--- src/rtl/layer_priority_pixel_mixer_top_defines.svh ---
// Assertion macros shared by the pixel mixer RTL.
`ifndef LAYER_PRIORITY_PIXEL_MIXER_TOP_DEFINES_SVH
`define LAYER_PRIORITY_PIXEL_MIXER_TOP_DEFINES_SVH

// Clocked assertion that is switched off while reset is high.
`define LPPM_ASSERT_RST(lbl, clk, rst, prop, msg) \
  lbl: assert property (@(posedge clk) disable iff (rst) prop) else $error(msg);

// Clocked assertion that holds in every cycle, reset included.
`define LPPM_ASSERT(lbl, clk, prop, msg) \
  lbl: assert property (@(posedge clk) prop) else $error(msg);

`endif

--- src/rtl/lppm_pkg.sv ---
// Types, codes and helpers of the layer priority pixel mixer.
package lppm_pkg;

  localparam int InDataW   = 128;
  localparam int OutDataW  = 16;
  localparam int CfgIndexW = 3;
  localparam int CfgDataW  = 16;

  localparam logic [7:0] KeyColourReset = 8'd227;

  // Register indexes of the configuration port.
  localparam logic [CfgIndexW-1:0] CFG_PRIORITY_ORDER  = 3'd0;
  localparam logic [CfgIndexW-1:0] CFG_BLEND_SELECT    = 3'd1;
  localparam logic [CfgIndexW-1:0] CFG_STENCIL_ENABLE  = 3'd2;
  localparam logic [CfgIndexW-1:0] CFG_KEY_COLOUR      = 3'd3;
  localparam logic [CfgIndexW-1:0] CFG_FALLBACK_COLOUR = 3'd4;

  typedef enum logic [2:0] {
    PRI_SLU       = 3'd0,
    PRI_LSU       = 3'd1,
    PRI_SUL       = 3'd2,
    PRI_LUS       = 3'd3,
    PRI_USL       = 3'd4,
    PRI_ULS       = 3'd5,
    PRI_BLEND_SAT = 3'd6,
    PRI_BLEND_M5  = 3'd7
  } prio_t;

  typedef enum logic [1:0] {
    MIX_ULA     = 2'd0,
    MIX_NONE    = 2'd1,
    MIX_ULA_TM  = 2'd2,
    MIX_TILEMAP = 2'd3
  } mix_sel_t;

  // Stage 1: transparency decisions and the merged ULA/tilemap layer.
  typedef struct packed {
    logic        ula_t;
    logic        tm_t;
    logic        l2_t;
    logic        l2_pri;
    logic        spr_t;
    logic        fin_t;
    logic        ula_show;
    logic        umix_t;
    logic        tm_below;
    logic [15:0] ula_c16;
    logic [8:0]  ula_c9;
    logic [15:0] tm_c16;
    logic [8:0]  tm_c9;
    logic [15:0] fin_c16;
    logic [8:0]  fin_c9;
    logic [15:0] spr_c;
    logic [15:0] l2_c16;
    logic [8:0]  l2_c9;
  } s1_t;

  // Stage 2: the chosen direct colour, or the channel sums of a blend.
  typedef struct packed {
    logic        use_blend;
    logic        mix_t;
    logic [15:0] direct;
    logic [3:0]  sum_r;
    logic [3:0]  sum_g;
    logic [3:0]  sum_b;
  } s2_t;

  // Clamps a blend sum to three bits; M5 with opaque mix subtracts 5.
  function automatic logic [2:0] blend_adjust(logic [3:0] s, logic sat_mode, logic mix_t);
    logic [3:0] v;
    v = s;
    if (sat_mode) begin
      if (v[3]) v = 4'd7;
    end else if (!mix_t) begin
      if (v <= 4'd4) v = 4'd0;
      else if (v[3:2] == 2'b11) v = 4'd7;
      else v = v - 4'd5;
    end
    return (v > 4'd7) ? 3'd7 : v[2:0];
  endfunction

endpackage

--- src/rtl/layer_priority_pixel_mixer_top.sv ---
// Top level of the layer priority pixel mixer: a three-stage pixel pipeline.
//
//  Channel | Direction | Beat contents
//  --------+-----------+-------------------------------------------------
//  s_*     | in        | one pixel: flags and colours of all four layers
//  m_*     | out       | one 16-bit output colour per input pixel
//  wr_*    | in        | register writes, one per cycle, no read-back
//
// A pixel passes through the three register stages from input beat to output
// beat, and one pixel can enter in every cycle while the output is not stalled.
// Reset is synchronous; it clears the stage valid bits and loads the configuration registers with their reset values.
// A stall at the output holds the stages back one by one; a stage takes new
// data whenever it is empty or the stage after it moves on.
`include "layer_priority_pixel_mixer_top_defines.svh"

module layer_priority_pixel_mixer_top (
  input  logic                           clk,
  input  logic                           rst,
  input  logic                           s_tvalid,
  output logic                           s_tready,
  // ula_flags[2:0], ula_colour[35:3], tile_flags[39:36], tile_colour[72:40],
  // sprite_present[73], sprite_colour[89:74], layer2_present[90],
  // layer2_over[91], layer2_colour[124:92], zero fill [127:125]
  input  logic [lppm_pkg::InDataW-1:0]   s_tdata,
  output logic                           m_tvalid,
  input  logic                           m_tready,
  // pixel_colour[15:0]
  output logic [lppm_pkg::OutDataW-1:0]  m_tdata,
  input  logic                           wr_en,
  input  logic [lppm_pkg::CfgIndexW-1:0] wr_index,
  input  logic [lppm_pkg::CfgDataW-1:0]  wr_data
);
  import lppm_pkg::*;

  // Configuration registers.
  prio_t       priority_order;
  mix_sel_t    blend_select;
  logic        stencil_enable;
  logic [7:0]  key_colour;
  logic [15:0] fallback_colour;

  always_ff @(posedge clk) begin
    if (rst) begin
      priority_order  <= PRI_SLU;
      blend_select    <= MIX_ULA;
      stencil_enable  <= 1'b0;
      key_colour      <= KeyColourReset;
      fallback_colour <= 16'd0;
    end else if (wr_en) begin
      case (wr_index)
        CFG_PRIORITY_ORDER:  priority_order  <= prio_t'(wr_data[2:0]);
        CFG_BLEND_SELECT:    blend_select    <= mix_sel_t'(wr_data[1:0]);
        CFG_STENCIL_ENABLE:  stencil_enable  <= wr_data[0];
        CFG_KEY_COLOUR:      key_colour      <= wr_data[7:0];
        CFG_FALLBACK_COLOUR: fallback_colour <= wr_data[15:0];
        default: ;
      endcase
    end
  end

  // Pipeline flow control.
  logic v1, v2;
  logic r2, r3;
  s1_t  s1, s1_next;
  s2_t  s2, s2_next;
  logic [15:0] out_next;

  assign r3       = !m_tvalid || m_tready;
  assign r2       = !v2 || r3;
  assign s_tready = !v1 || r2;

  // Input field unpacking.
  logic [2:0]  ula_flags;
  logic [32:0] ula_colour;
  logic [3:0]  tile_flags;
  logic [32:0] tile_colour;
  logic        sprite_present;
  logic [15:0] sprite_colour;
  logic        layer2_present;
  logic        layer2_over;
  logic [32:0] layer2_colour;

  assign ula_flags      = s_tdata[2:0];
  assign ula_colour     = s_tdata[35:3];
  assign tile_flags     = s_tdata[39:36];
  assign tile_colour    = s_tdata[72:40];
  assign sprite_present = s_tdata[73];
  assign sprite_colour  = s_tdata[89:74];
  assign layer2_present = s_tdata[90];
  assign layer2_over    = s_tdata[91];
  assign layer2_colour  = s_tdata[124:92];

  // Stage 1: transparency and the ULA/tilemap merge.
  always_comb begin
    logic ula_t, tm_t, l2_t, stencil_case, fin_t, tm_wins;
    logic [15:0] ula_c16, tm_c16;
    logic [8:0]  ula_c9, tm_c9;
    ula_t = !ula_flags[0] || ula_flags[2] || (ula_colour[7:0] == key_colour);
    tm_t  = !tile_flags[0] || !tile_flags[1] ||
            (tile_flags[3] && (tile_colour[7:0] == key_colour));
    l2_t  = !layer2_present || (layer2_colour[7:0] == key_colour);
    stencil_case = stencil_enable && ula_flags[0] && tile_flags[0];
    tm_wins = 1'b0;

    // Outside the stencil merge a transparent layer reads as black.
    ula_c16 = (!stencil_case && ula_t) ? 16'd0 : ula_colour[32:17];
    ula_c9  = (!stencil_case && ula_t) ? 9'd0  : ula_colour[16:8];
    tm_c16  = (!stencil_case && tm_t)  ? 16'd0 : tile_colour[32:17];
    tm_c9   = (!stencil_case && tm_t)  ? 9'd0  : tile_colour[16:8];

    s1_next.ula_t    = ula_t;
    s1_next.tm_t     = tm_t;
    s1_next.l2_t     = l2_t;
    s1_next.l2_pri   = layer2_over && !l2_t;
    s1_next.spr_t    = !sprite_present;
    s1_next.umix_t   = ula_flags[2] || (ula_colour[7:0] == key_colour);
    s1_next.tm_below = tile_flags[2];
    s1_next.ula_c16  = ula_c16;
    s1_next.ula_c9   = ula_c9;
    s1_next.tm_c16   = tm_c16;
    s1_next.tm_c9    = tm_c9;
    s1_next.spr_c    = sprite_colour;
    s1_next.l2_c16   = layer2_colour[32:17];
    s1_next.l2_c9    = layer2_colour[16:8];

    if (stencil_case) begin
      fin_t = ula_t || tm_t;
      s1_next.fin_c16 = fin_t ? 16'd0 : (ula_colour[32:17] & tile_colour[32:17]);
      s1_next.fin_c9  = fin_t ? 9'd0  : (ula_colour[16:8] & tile_colour[16:8]);
    end else begin
      fin_t   = ula_t && tm_t;
      tm_wins = !tm_t && (!tile_flags[2] || ula_t);
      s1_next.fin_c16 = tm_wins ? tm_c16 : ula_c16;
      s1_next.fin_c9  = tm_wins ? tm_c9  : ula_c9;
    end
    s1_next.fin_t = fin_t;
    // A border pixel with no tilemap over it gives way to a sprite.
    s1_next.ula_show = !fin_t && !(ula_flags[1] && tm_t && sprite_present);
  end

  // Stage 2: priority order, or blend source selection and channel sums.
  always_comb begin
    logic [8:0]  mix_c9;
    logic        mix_t, top_t, bot_t, l2_vis;
    logic [15:0] top_c, bot_c;
    mix_c9 = 9'd0;
    mix_t  = 1'b1;
    top_t  = 1'b1;
    bot_t  = 1'b1;
    top_c  = s1.tm_c16;
    bot_c  = s1.tm_c16;
    l2_vis = !s1.l2_t;

    case (blend_select)
      MIX_ULA: begin
        mix_c9 = s1.umix_t ? 9'd0 : s1.ula_c9;
        mix_t  = s1.umix_t;
        top_t  = s1.tm_t || s1.tm_below;
        bot_t  = s1.tm_t || !s1.tm_below;
      end
      MIX_ULA_TM: begin
        mix_c9 = s1.fin_c9;
        mix_t  = s1.fin_t;
      end
      MIX_TILEMAP: begin
        mix_c9 = s1.tm_c9;
        mix_t  = s1.tm_t;
        top_t  = s1.ula_t || !s1.tm_below;
        top_c  = s1.ula_c16;
        bot_t  = s1.ula_t || s1.tm_below;
        bot_c  = s1.ula_c16;
      end
      default: begin
        if (s1.tm_below) begin
          top_t = s1.ula_t;
          top_c = s1.ula_c16;
        end else begin
          bot_t = s1.ula_t;
          bot_c = s1.ula_c16;
        end
        if (s1.tm_below) bot_t = s1.tm_t;
        else top_t = s1.tm_t;
      end
    endcase

    s2_next.mix_t     = mix_t;
    s2_next.sum_r     = {1'b0, s1.l2_c9[8:6]} + {1'b0, mix_c9[8:6]};
    s2_next.sum_g     = {1'b0, s1.l2_c9[5:3]} + {1'b0, mix_c9[5:3]};
    s2_next.sum_b     = {1'b0, s1.l2_c9[2:0]} + {1'b0, mix_c9[2:0]};
    s2_next.use_blend = 1'b0;
    s2_next.direct    = fallback_colour;

    case (priority_order)
      PRI_SLU: begin
        if (s1.l2_pri) s2_next.direct = s1.l2_c16;
        else if (!s1.spr_t) s2_next.direct = s1.spr_c;
        else if (l2_vis) s2_next.direct = s1.l2_c16;
        else if (!s1.fin_t) s2_next.direct = s1.fin_c16;
      end
      PRI_LSU: begin
        if (l2_vis) s2_next.direct = s1.l2_c16;
        else if (!s1.spr_t) s2_next.direct = s1.spr_c;
        else if (!s1.fin_t) s2_next.direct = s1.fin_c16;
      end
      PRI_SUL: begin
        if (s1.l2_pri) s2_next.direct = s1.l2_c16;
        else if (!s1.spr_t) s2_next.direct = s1.spr_c;
        else if (!s1.fin_t) s2_next.direct = s1.fin_c16;
        else if (l2_vis) s2_next.direct = s1.l2_c16;
      end
      PRI_LUS: begin
        if (l2_vis) s2_next.direct = s1.l2_c16;
        else if (s1.ula_show) s2_next.direct = s1.fin_c16;
        else if (!s1.spr_t) s2_next.direct = s1.spr_c;
      end
      PRI_USL: begin
        if (s1.l2_pri) s2_next.direct = s1.l2_c16;
        else if (s1.ula_show) s2_next.direct = s1.fin_c16;
        else if (!s1.spr_t) s2_next.direct = s1.spr_c;
        else if (l2_vis) s2_next.direct = s1.l2_c16;
      end
      PRI_ULS: begin
        if (s1.l2_pri) s2_next.direct = s1.l2_c16;
        else if (s1.ula_show) s2_next.direct = s1.fin_c16;
        else if (l2_vis) s2_next.direct = s1.l2_c16;
        else if (!s1.spr_t) s2_next.direct = s1.spr_c;
      end
      default: begin
        if (s1.l2_pri) s2_next.use_blend = 1'b1;
        else if (!top_t) s2_next.direct = top_c;
        else if (!s1.spr_t) s2_next.direct = s1.spr_c;
        else if (!bot_t) s2_next.direct = bot_c;
        else if (l2_vis) s2_next.use_blend = 1'b1;
      end
    endcase
  end

  // Stage 3: clamp the blended channels and form the output colour.
  always_comb begin
    logic sat_mode;
    logic [2:0] r, g, b;
    sat_mode = (priority_order == PRI_BLEND_SAT);
    r = blend_adjust(s2.sum_r, sat_mode, s2.mix_t);
    g = blend_adjust(s2.sum_g, sat_mode, s2.mix_t);
    b = blend_adjust(s2.sum_b, sat_mode, s2.mix_t);
    out_next = s2.use_blend ? {r, 1'b0, g, 1'b0, b, 5'd0} : s2.direct;
  end

  always_ff @(posedge clk) begin
    if (rst) begin
      v1       <= 1'b0;
      v2       <= 1'b0;
      m_tvalid <= 1'b0;
    end else begin
      if (s_tready) v1 <= s_tvalid;
      if (r2) v2 <= v1;
      if (r3) m_tvalid <= v2;
    end
  end

  always_ff @(posedge clk) begin
    if (s_tvalid && s_tready) s1 <= s1_next;
    if (v1 && r2) s2 <= s2_next;
    if (v2 && r3) m_tdata <= out_next;
  end

  `LPPM_ASSERT_RST(a_in_fills_s1, clk, rst, (s_tvalid && s_tready) |=> v1, "accepted beat lost before stage 1")
  `LPPM_ASSERT_RST(a_s2_reaches_out, clk, rst, (v2 && r3) |=> m_tvalid, "stage 2 beat did not reach the output")
  `LPPM_ASSERT(a_stall_full, clk, !s_tready |-> (v1 && v2 && m_tvalid && !m_tready), "input stalled while the pipeline has room")

endmodule

--- config.mk ---
export PLATFORM = sky130hd
export DESIGN_NAME = layer_priority_pixel_mixer_top
export DESIGN_NICKNAME = d
export VERILOG_FILES = /design/src/rtl/lppm_pkg.sv /design/src/rtl/layer_priority_pixel_mixer_top.sv
export VERILOG_INCLUDE_DIRS = /design/src /design/src/rtl
export SDC_FILE = /design/constraint.sdc
export NUM_CORES = 1
export LEC_CHECK = 0
export ABC_AREA = 0
export BUFFER_PORTS_ARGS = -buffer_cell sky130_fd_sc_hd__buf_2
export CAP_MARGIN = 20
export CORE_ASPECT_RATIO = 1.5
export CORE_UTILIZATION = 40
export CTS_CLUSTER_SIZE = 24
export DETAILED_ROUTE_END_ITERATION = 8
export SETUP_SLACK_MARGIN = 0.4
export SYNTH_ARGS = -nofsm -noshare
export SYNTH_HDL_FRONTEND = slang
export SYNTH_SLANG_ARGS = --single-unit
--- constraint.sdc ---
create_clock -name clk -period 8.6 [get_ports clk]
set_clock_uncertainty 0.15 [all_clocks]
set_input_delay 0.43 -clock clk [delete_from_list [all_inputs] [get_ports clk]]
set_output_delay 0.43 -clock clk [all_outputs]
set_load 0.005 [all_outputs]
After elaboration in Yosys (flattened, before gate mapping)
Cells that the tools add are included.

Memories kept: 0. Bits in latches: 0. Bits in read-only memories: 0. Flip-flop bits (word level): 204. Bits in writable memories: 0. Input bits: 152.

Mux-type cells: 69. $lt $le $gt $ge: 6. Div/mod/pow operators: 0. $mul: 0. Bitwise operators: 2. Reductions and logical operators: 54. Eq/ne operators: 18. $add $sub $neg: 6. Shift-type cells: 0.

Operator list (count): $mux W16 (30); $pmux W16 S6 (1); $pmux W16 S2 (2); $mux W4 (12); $mux W9 (5); $pmux W9 S3 (1); $mux W25 (1); $eq A8 B8 Y1 (3); $mux W3 (6); $and A16 B16 Y16 (1); $logic_not A1 Y1 (15); $logic_or A1 B1 Y1 (15); $logic_and A1 B1 Y1 (14); $add A3 B3 Y4 (3); $eq A3 B2 Y1 const B (4); $eq A3 B3 Y1 const B (4); $gt A4 B3 Y1 const B (3); $le A4 B3 Y1 const B (3); $sub A4 B3 Y4 const B (3); $eq A2 B2 Y1 const B (5); $reduce_and A2 Y1 (5); $and A9 B9 Y9 (1); $pmux W1 S3 (3); $mux W1 (8); 5 further kinds (7).

Logic depth before layout (Yosys ltp)
Depth after elaboration: 8. Depth in mapped cells: 9.

Worst setup path after synthesis
No wires, ideal clock.

Path type: reg-to-reg. From: reg v1. To: reg s1[0] in the netlist's numbering, enable pin. Path slack: 0.678 ns. Buffers on the path: 0. Cell stages (with the launch flop): 2. Data arrival time: 7.088 ns. Cell sequence: dfxtp_1 -> a31oi_1.

Cells in the longest elaborated chain, start to end: 3.

RTL lines: from (decl) (RTL line layer_priority_pixel_mixer_top.sv:62) `logic v1, v2;`; from (signal assigned) (RTL line layer_priority_pixel_mixer_top.sv:255) `if (s_tready) v1 <= s_tvalid;`; $logic_not A1 Y1 (RTL line layer_priority_pixel_mixer_top.sv:70) `assign s_tready = !v1 || r2;`; $logic_or A1 B1 Y1 (RTL line layer_priority_pixel_mixer_top.sv:70); $logic_and A1 B1 Y1 (RTL line layer_priority_pixel_mixer_top.sv:262) `if (s_tvalid && s_tready) s1 <= s1_next;`; to (signal assigned) (RTL line layer_priority_pixel_mixer_top.sv:262); to (decl) (RTL line layer_priority_pixel_mixer_top.sv:64) `s1_t s1, s1_next;`.

No other way between the ends. A chain may end at the register's enable or synchronous reset.

==> run_summary.xml <==
<?xml version="1.0" encoding="UTF-8"?>
<metrics>
  <group name="status">
    <metric name="run_status" unit="">completed</metric>
  </group>
  <group name="global_routing">
    <metric name="first_global_vias" unit="">10232</metric>
    <metric name="number_of_antenna_violations_at_the_first_check_in_global_routing" unit="">0</metric>
    <metric name="grt_first_pass_wirelength" unit="mm">56.06</metric>
    <metric name="grt_max_degree" unit="">109</metric>
    <metric name="grtUsageMet2" unit="%">39.75</metric>
    <metric name="globalRouteOverflowTotal" unit="">0</metric>
    <metric name="grt.total_usage" unit="%">22.20</metric>
    <metric name="gr-usage-met3" unit="%">2.464</metric>
    <metric name="grt_busiest_layer" unit="">met2</metric>
    <metric name="groute.layer.met1.usage" unit="%">27.42</metric>
  </group>
  <group name="cts">
    <metric name="number_of_buffers_inserted_during_clock_tree_synthesis" unit="">21</metric>
    <metric name="cts-root-to-sink-buffers" unit="">3</metric>
    <metric name="tritoncts" unit="">yes</metric>
    <metric name="cts.repair_timing.setup_buffer_count" unit="">0</metric>
    <metric name="clk_latency" unit="ps">520</metric>
    <metric name="cts-hold-fix-buffers" unit="">47</metric>
    <metric name="clk_pin_slew" unit="ps">70</metric>
    <metric name="tritoncts_num_sinks" unit="">204</metric>
    <metric name="htree_num_levels" unit="">1</metric>
    <metric name="cts-root-buf" unit="">sky130_fd_sc_hd__clkbuf_16</metric>
    <metric name="cts_repair_resize_count" unit="">0</metric>
  </group>
  <group name="floorplan">
    <metric name="coreArea" unit="mm2">0.03104</metric>
    <metric name="io_pins" unit="">170</metric>
    <metric name="die_area" unit="mm2">0.03234</metric>
    <metric name="die_x" unit="um">147.2</metric>
    <metric name="fp-row-count" unit="">79</metric>
    <metric name="die-height" unit="um">219.7</metric>
    <metric name="floorplan.initialDensity" unit="%">40.73</metric>
  </group>
  <group name="min_path">
    <metric name="hold_path_class" unit="">in2reg</metric>
    <metric name="worst_hold_path.num_cells" unit="">3</metric>
    <metric name="worstHoldStart" unit="">wr_data[3]</metric>
    <metric name="whs_endpoint" unit="">key_colour[3]</metric>
  </group>
  <group name="timing">
    <metric name="layout_min_cycle_time" unit="ps">3325</metric>
    <metric name="tightest_slew" unit="ps">1106</metric>
    <metric name="hold_slack" unit="ps">23.61</metric>
    <metric name="max_freq" unit="MHz">300.8</metric>
    <metric name="final_min_period_over_clock_period" unit="%">38.66</metric>
    <metric name="timing.final.hold_violations" unit="">0</metric>
    <metric name="slew_viol_final" unit="">0</metric>
    <metric name="setup_viol" unit="">0</metric>
    <metric name="unrepaired_setup_endpoints_after_global_routing" unit="">no</metric>
    <metric name="setup_tns_final" unit="ps">0</metric>
    <metric name="slew_headroom" unit="%">25.97</metric>
  </group>
  <group name="power">
    <metric name="seq_power_share" unit="%">49.3</metric>
    <metric name="power.leakage" unit="nW">5.728</metric>
    <metric name="power.share.clock" unit="%">35.5</metric>
    <metric name="combPwrFrac" unit="%">15.2</metric>
    <metric name="switching_power_of_the_nets" unit="mW">0.6436</metric>
    <metric name="pwr_density_cell" unit="mW/mm2">162.2</metric>
    <metric name="swShare" unit="%">26.68</metric>
    <metric name="power.total" unit="mW">2.412</metric>
    <metric name="power.ir.vdd_worst" unit="mV">0.1049</metric>
    <metric name="internal_power" unit="mW">1.769</metric>
  </group>
  <group name="drt">
    <metric name="ant_nets" unit="">0</metric>
    <metric name="detail_route.iter0.violations" unit="">952</metric>
    <metric name="detail_route.first_pass.iterations" unit="">5</metric>
    <metric name="drc" unit="">0</metric>
    <metric name="avgViaCountPerCell" unit="">5.718</metric>
    <metric name="route.final.wire_length" unit="mm">35.91</metric>
    <metric name="via_count" unit="">10566</metric>
    <metric name="wl_per_cell" unit="um">19.43</metric>
  </group>
  <group name="critical_path">
    <metric name="rr_endpoint" unit="">s2[14]</metric>
    <metric name="crit-reg2reg-launch" unit="">blend_select[0]</metric>
    <metric name="worst_r2r_path_depth" unit="">7</metric>
    <metric name="worstPathMaxFanout" unit="">23</metric>
    <metric name="timing.reg2reg.setup_slack" unit="ps">5280</metric>
    <metric name="worst-endpoint-required" unit="ps">8680</metric>
    <metric name="critPathCaptureType" unit="">register</metric>
    <metric name="critical_path.startpoint_type" unit="">register</metric>
    <metric name="critical_path_arrival" unit="ps">3410</metric>
    <metric name="timing_worst_setup_path_type" unit="">reg2reg</metric>
  </group>
  <group name="job">
    <metric name="maxCapViolCount" unit="">0</metric>
  </group>
  <group name="finish">
    <metric name="n_fill_cell" unit="">2939</metric>
    <metric name="antennaDiodeCount" unit="">0</metric>
    <metric name="stdcell_area" unit="mm2">0.01487</metric>
    <metric name="layout-area-overhead-vs-synth" unit="%">17.64</metric>
    <metric name="drive_gt1_share" unit="%">19.82</metric>
    <metric name="finish.net_count" unit="">1597</metric>
  </group>
  <group name="placed_design">
    <metric name="finalWeightedCongestion" unit="">0.9016</metric>
    <metric name="portBuffers" unit="">166</metric>
    <metric name="dpl-instance-area" unit="mm2">0.01376</metric>
    <metric name="detailed_place_hpwl" unit="mm">25.23</metric>
  </group>
  <group name="logic_synthesis">
    <metric name="synthFlopType" unit="">sky130_fd_sc_hd__edfxtp_1</metric>
    <metric name="syn_nets" unit="">1441</metric>
    <metric name="ys_seq_elements" unit="">204</metric>
    <metric name="syn_area_per_cell" unit="um2">9.939</metric>
    <metric name="netlist-cell-type-count" unit="">73</metric>
    <metric name="share_of_the_yosys_chip_area_belonging_to_registers" unit="%">45.84</metric>
    <metric name="synthesis.yosys.warnings" unit="">0</metric>
    <metric name="synth_cells" unit="">1272</metric>
    <metric name="syn_area" unit="mm2">0.01264</metric>
    <metric name="synth-edff-count" unit="">171</metric>
    <metric name="postSynth.asyncResetShare" unit="%">0</metric>
  </group>
</metrics>
## sequential cells by signal (all words and copies together), names as in the netlist
signal / cells
priority_order: 3
m_tdata: 16
v2: 1
fallback_colour: 16
s1: 125
stencil_enable: 1
s2: 30
key_colour: 8
m_tvalid: 1
blend_select: 2
v1: 1
## Yosys cell counts, types with 29 or more instances
cell type / instances / share of area (%)
sky130_fd_sc_hd__dfxtp_1: 33 / 5.2
sky130_fd_sc_hd__o21ai_0: 73 / 2.9
sky130_fd_sc_hd__edfxtp_1: 171 / 41
sky130_fd_sc_hd__nor2b_1: 31 / 1.5
sky130_fd_sc_hd__a221oi_1: 44 / 3.0
sky130_fd_sc_hd__mux2i_1: 55 / 4.4
sky130_fd_sc_hd__o31ai_1: 33 / 2.0
sky130_fd_sc_hd__nand2_1: 120 / 3.6
sky130_fd_sc_hd__nand3b_1: 29 / 1.7
sky130_fd_sc_hd__inv_1: 77 / 2.3
sky130_fd_sc_hd__nor2_1: 71 / 2.1
sky130_fd_sc_hd__clkbuf_1: 60 / 1.8
sky130_fd_sc_hd__a21oi_1: 81 / 3.2
## cells in the final DEF (no fill, tap or decap), types with 23 or more instances in the layout
master / instances
sky130_fd_sc_hd__edfxtp_1: 171
sky130_fd_sc_hd__buf_2: 166
sky130_fd_sc_hd__nand2_1: 120
sky130_fd_sc_hd__a21oi_1: 81
sky130_fd_sc_hd__inv_1: 77
sky130_fd_sc_hd__o21ai_0: 73
sky130_fd_sc_hd__nor2_1: 71
sky130_fd_sc_hd__mux2i_1: 55
sky130_fd_sc_hd__dlygate4sd3_1: 47
sky130_fd_sc_hd__a221oi_1: 44
sky130_fd_sc_hd__dfxtp_1: 33
sky130_fd_sc_hd__o31ai_1: 32
sky130_fd_sc_hd__nor2b_1: 30
sky130_fd_sc_hd__nand3b_1: 29
sky130_fd_sc_hd__nand4_1: 28
sky130_fd_sc_hd__and2_1: 27
sky130_fd_sc_hd__a211o_1: 23
## routing by layer
layer  part of all wire [%]  vias up
li1                       -     5110
met1                     42     5057
met2                     50      332
met3                    4.9       67
met4                    2.9        0
met5                      0        -
## cell families after synthesis
kind of cell | share of synthesized area (%)
adders and majority gates | 1.861
xor gates and xnor gates | 1.870
and+or+nand+nor | 15.56
muxes | 6.136
AOI/OAI and AO/OA | 22.87
buffers and inverters | 5.859
DFF | 45.84
## power groups by stage
stage	clock network [mW]	registers (mW)	logic (mW)
6_report	0.856	1.19	0.366
5_1_grt	0.902	1.20	0.403
4_1_cts	0.877	1.19	0.365
3_5_place_dp	0	1.21	0.347
3_3_place_gp	0	1.21	0.338
2_1_floorplan	0	1.19	0.243
## area by class of cell
class	count	area, um2	share of cell area (%)
Clock inverter	12	73.82	0.4964
Sequential cell	204	5796	38.97
Tap cell	405	506.7	3.407
Clock buffer	26	564.3	3.794
Multi-Input combinational cell	890	6163	41.44
Timing Repair Buffer	234	1479	9.944
Inverter	77	289.0	1.943
## how the worst max path moves through the flow
stage,endpoint,slack [ps],from,depth (start not counted)
floorplan,s1[0],680,v1,1
global placement,s2[17],5330,blend_select[0],7
detailed placement,s2[20],5280,blend_select[0],7
CTS,s2[20],5280,blend_select[0],7
global route,s2[17],5100,blend_select[0],7
finish,s2[14],5280,blend_select[0],7
## worst max-delay path, cell delays in order, from the launching register on
cell                        delay (ps)
sky130_fd_sc_hd__dfxtp_1           640
sky130_fd_sc_hd__buf_4             360
sky130_fd_sc_hd__nor3b_2           200
sky130_fd_sc_hd__buf_4             230
sky130_fd_sc_hd__or2_0             650
sky130_fd_sc_hd__a31oi_1           210
sky130_fd_sc_hd__o31ai_1           370
sky130_fd_sc_hd__o2111ai_1         200
## through the flow
step | setup WS (ps) | util [%] | cells
4_1_cts | 5281 | 47.92 | 1848
2_1_floorplan | 678.4 | - | 1272
5_1_grt | 5103 | 47.92 | 1848
3_3_place_gp | 5326 | 44.26 | 1762
3_5_place_dp | 5281 | 44.34 | 1763
6_report | 5275 | 47.92 | 1848
(Power assumes the default switching activity.)
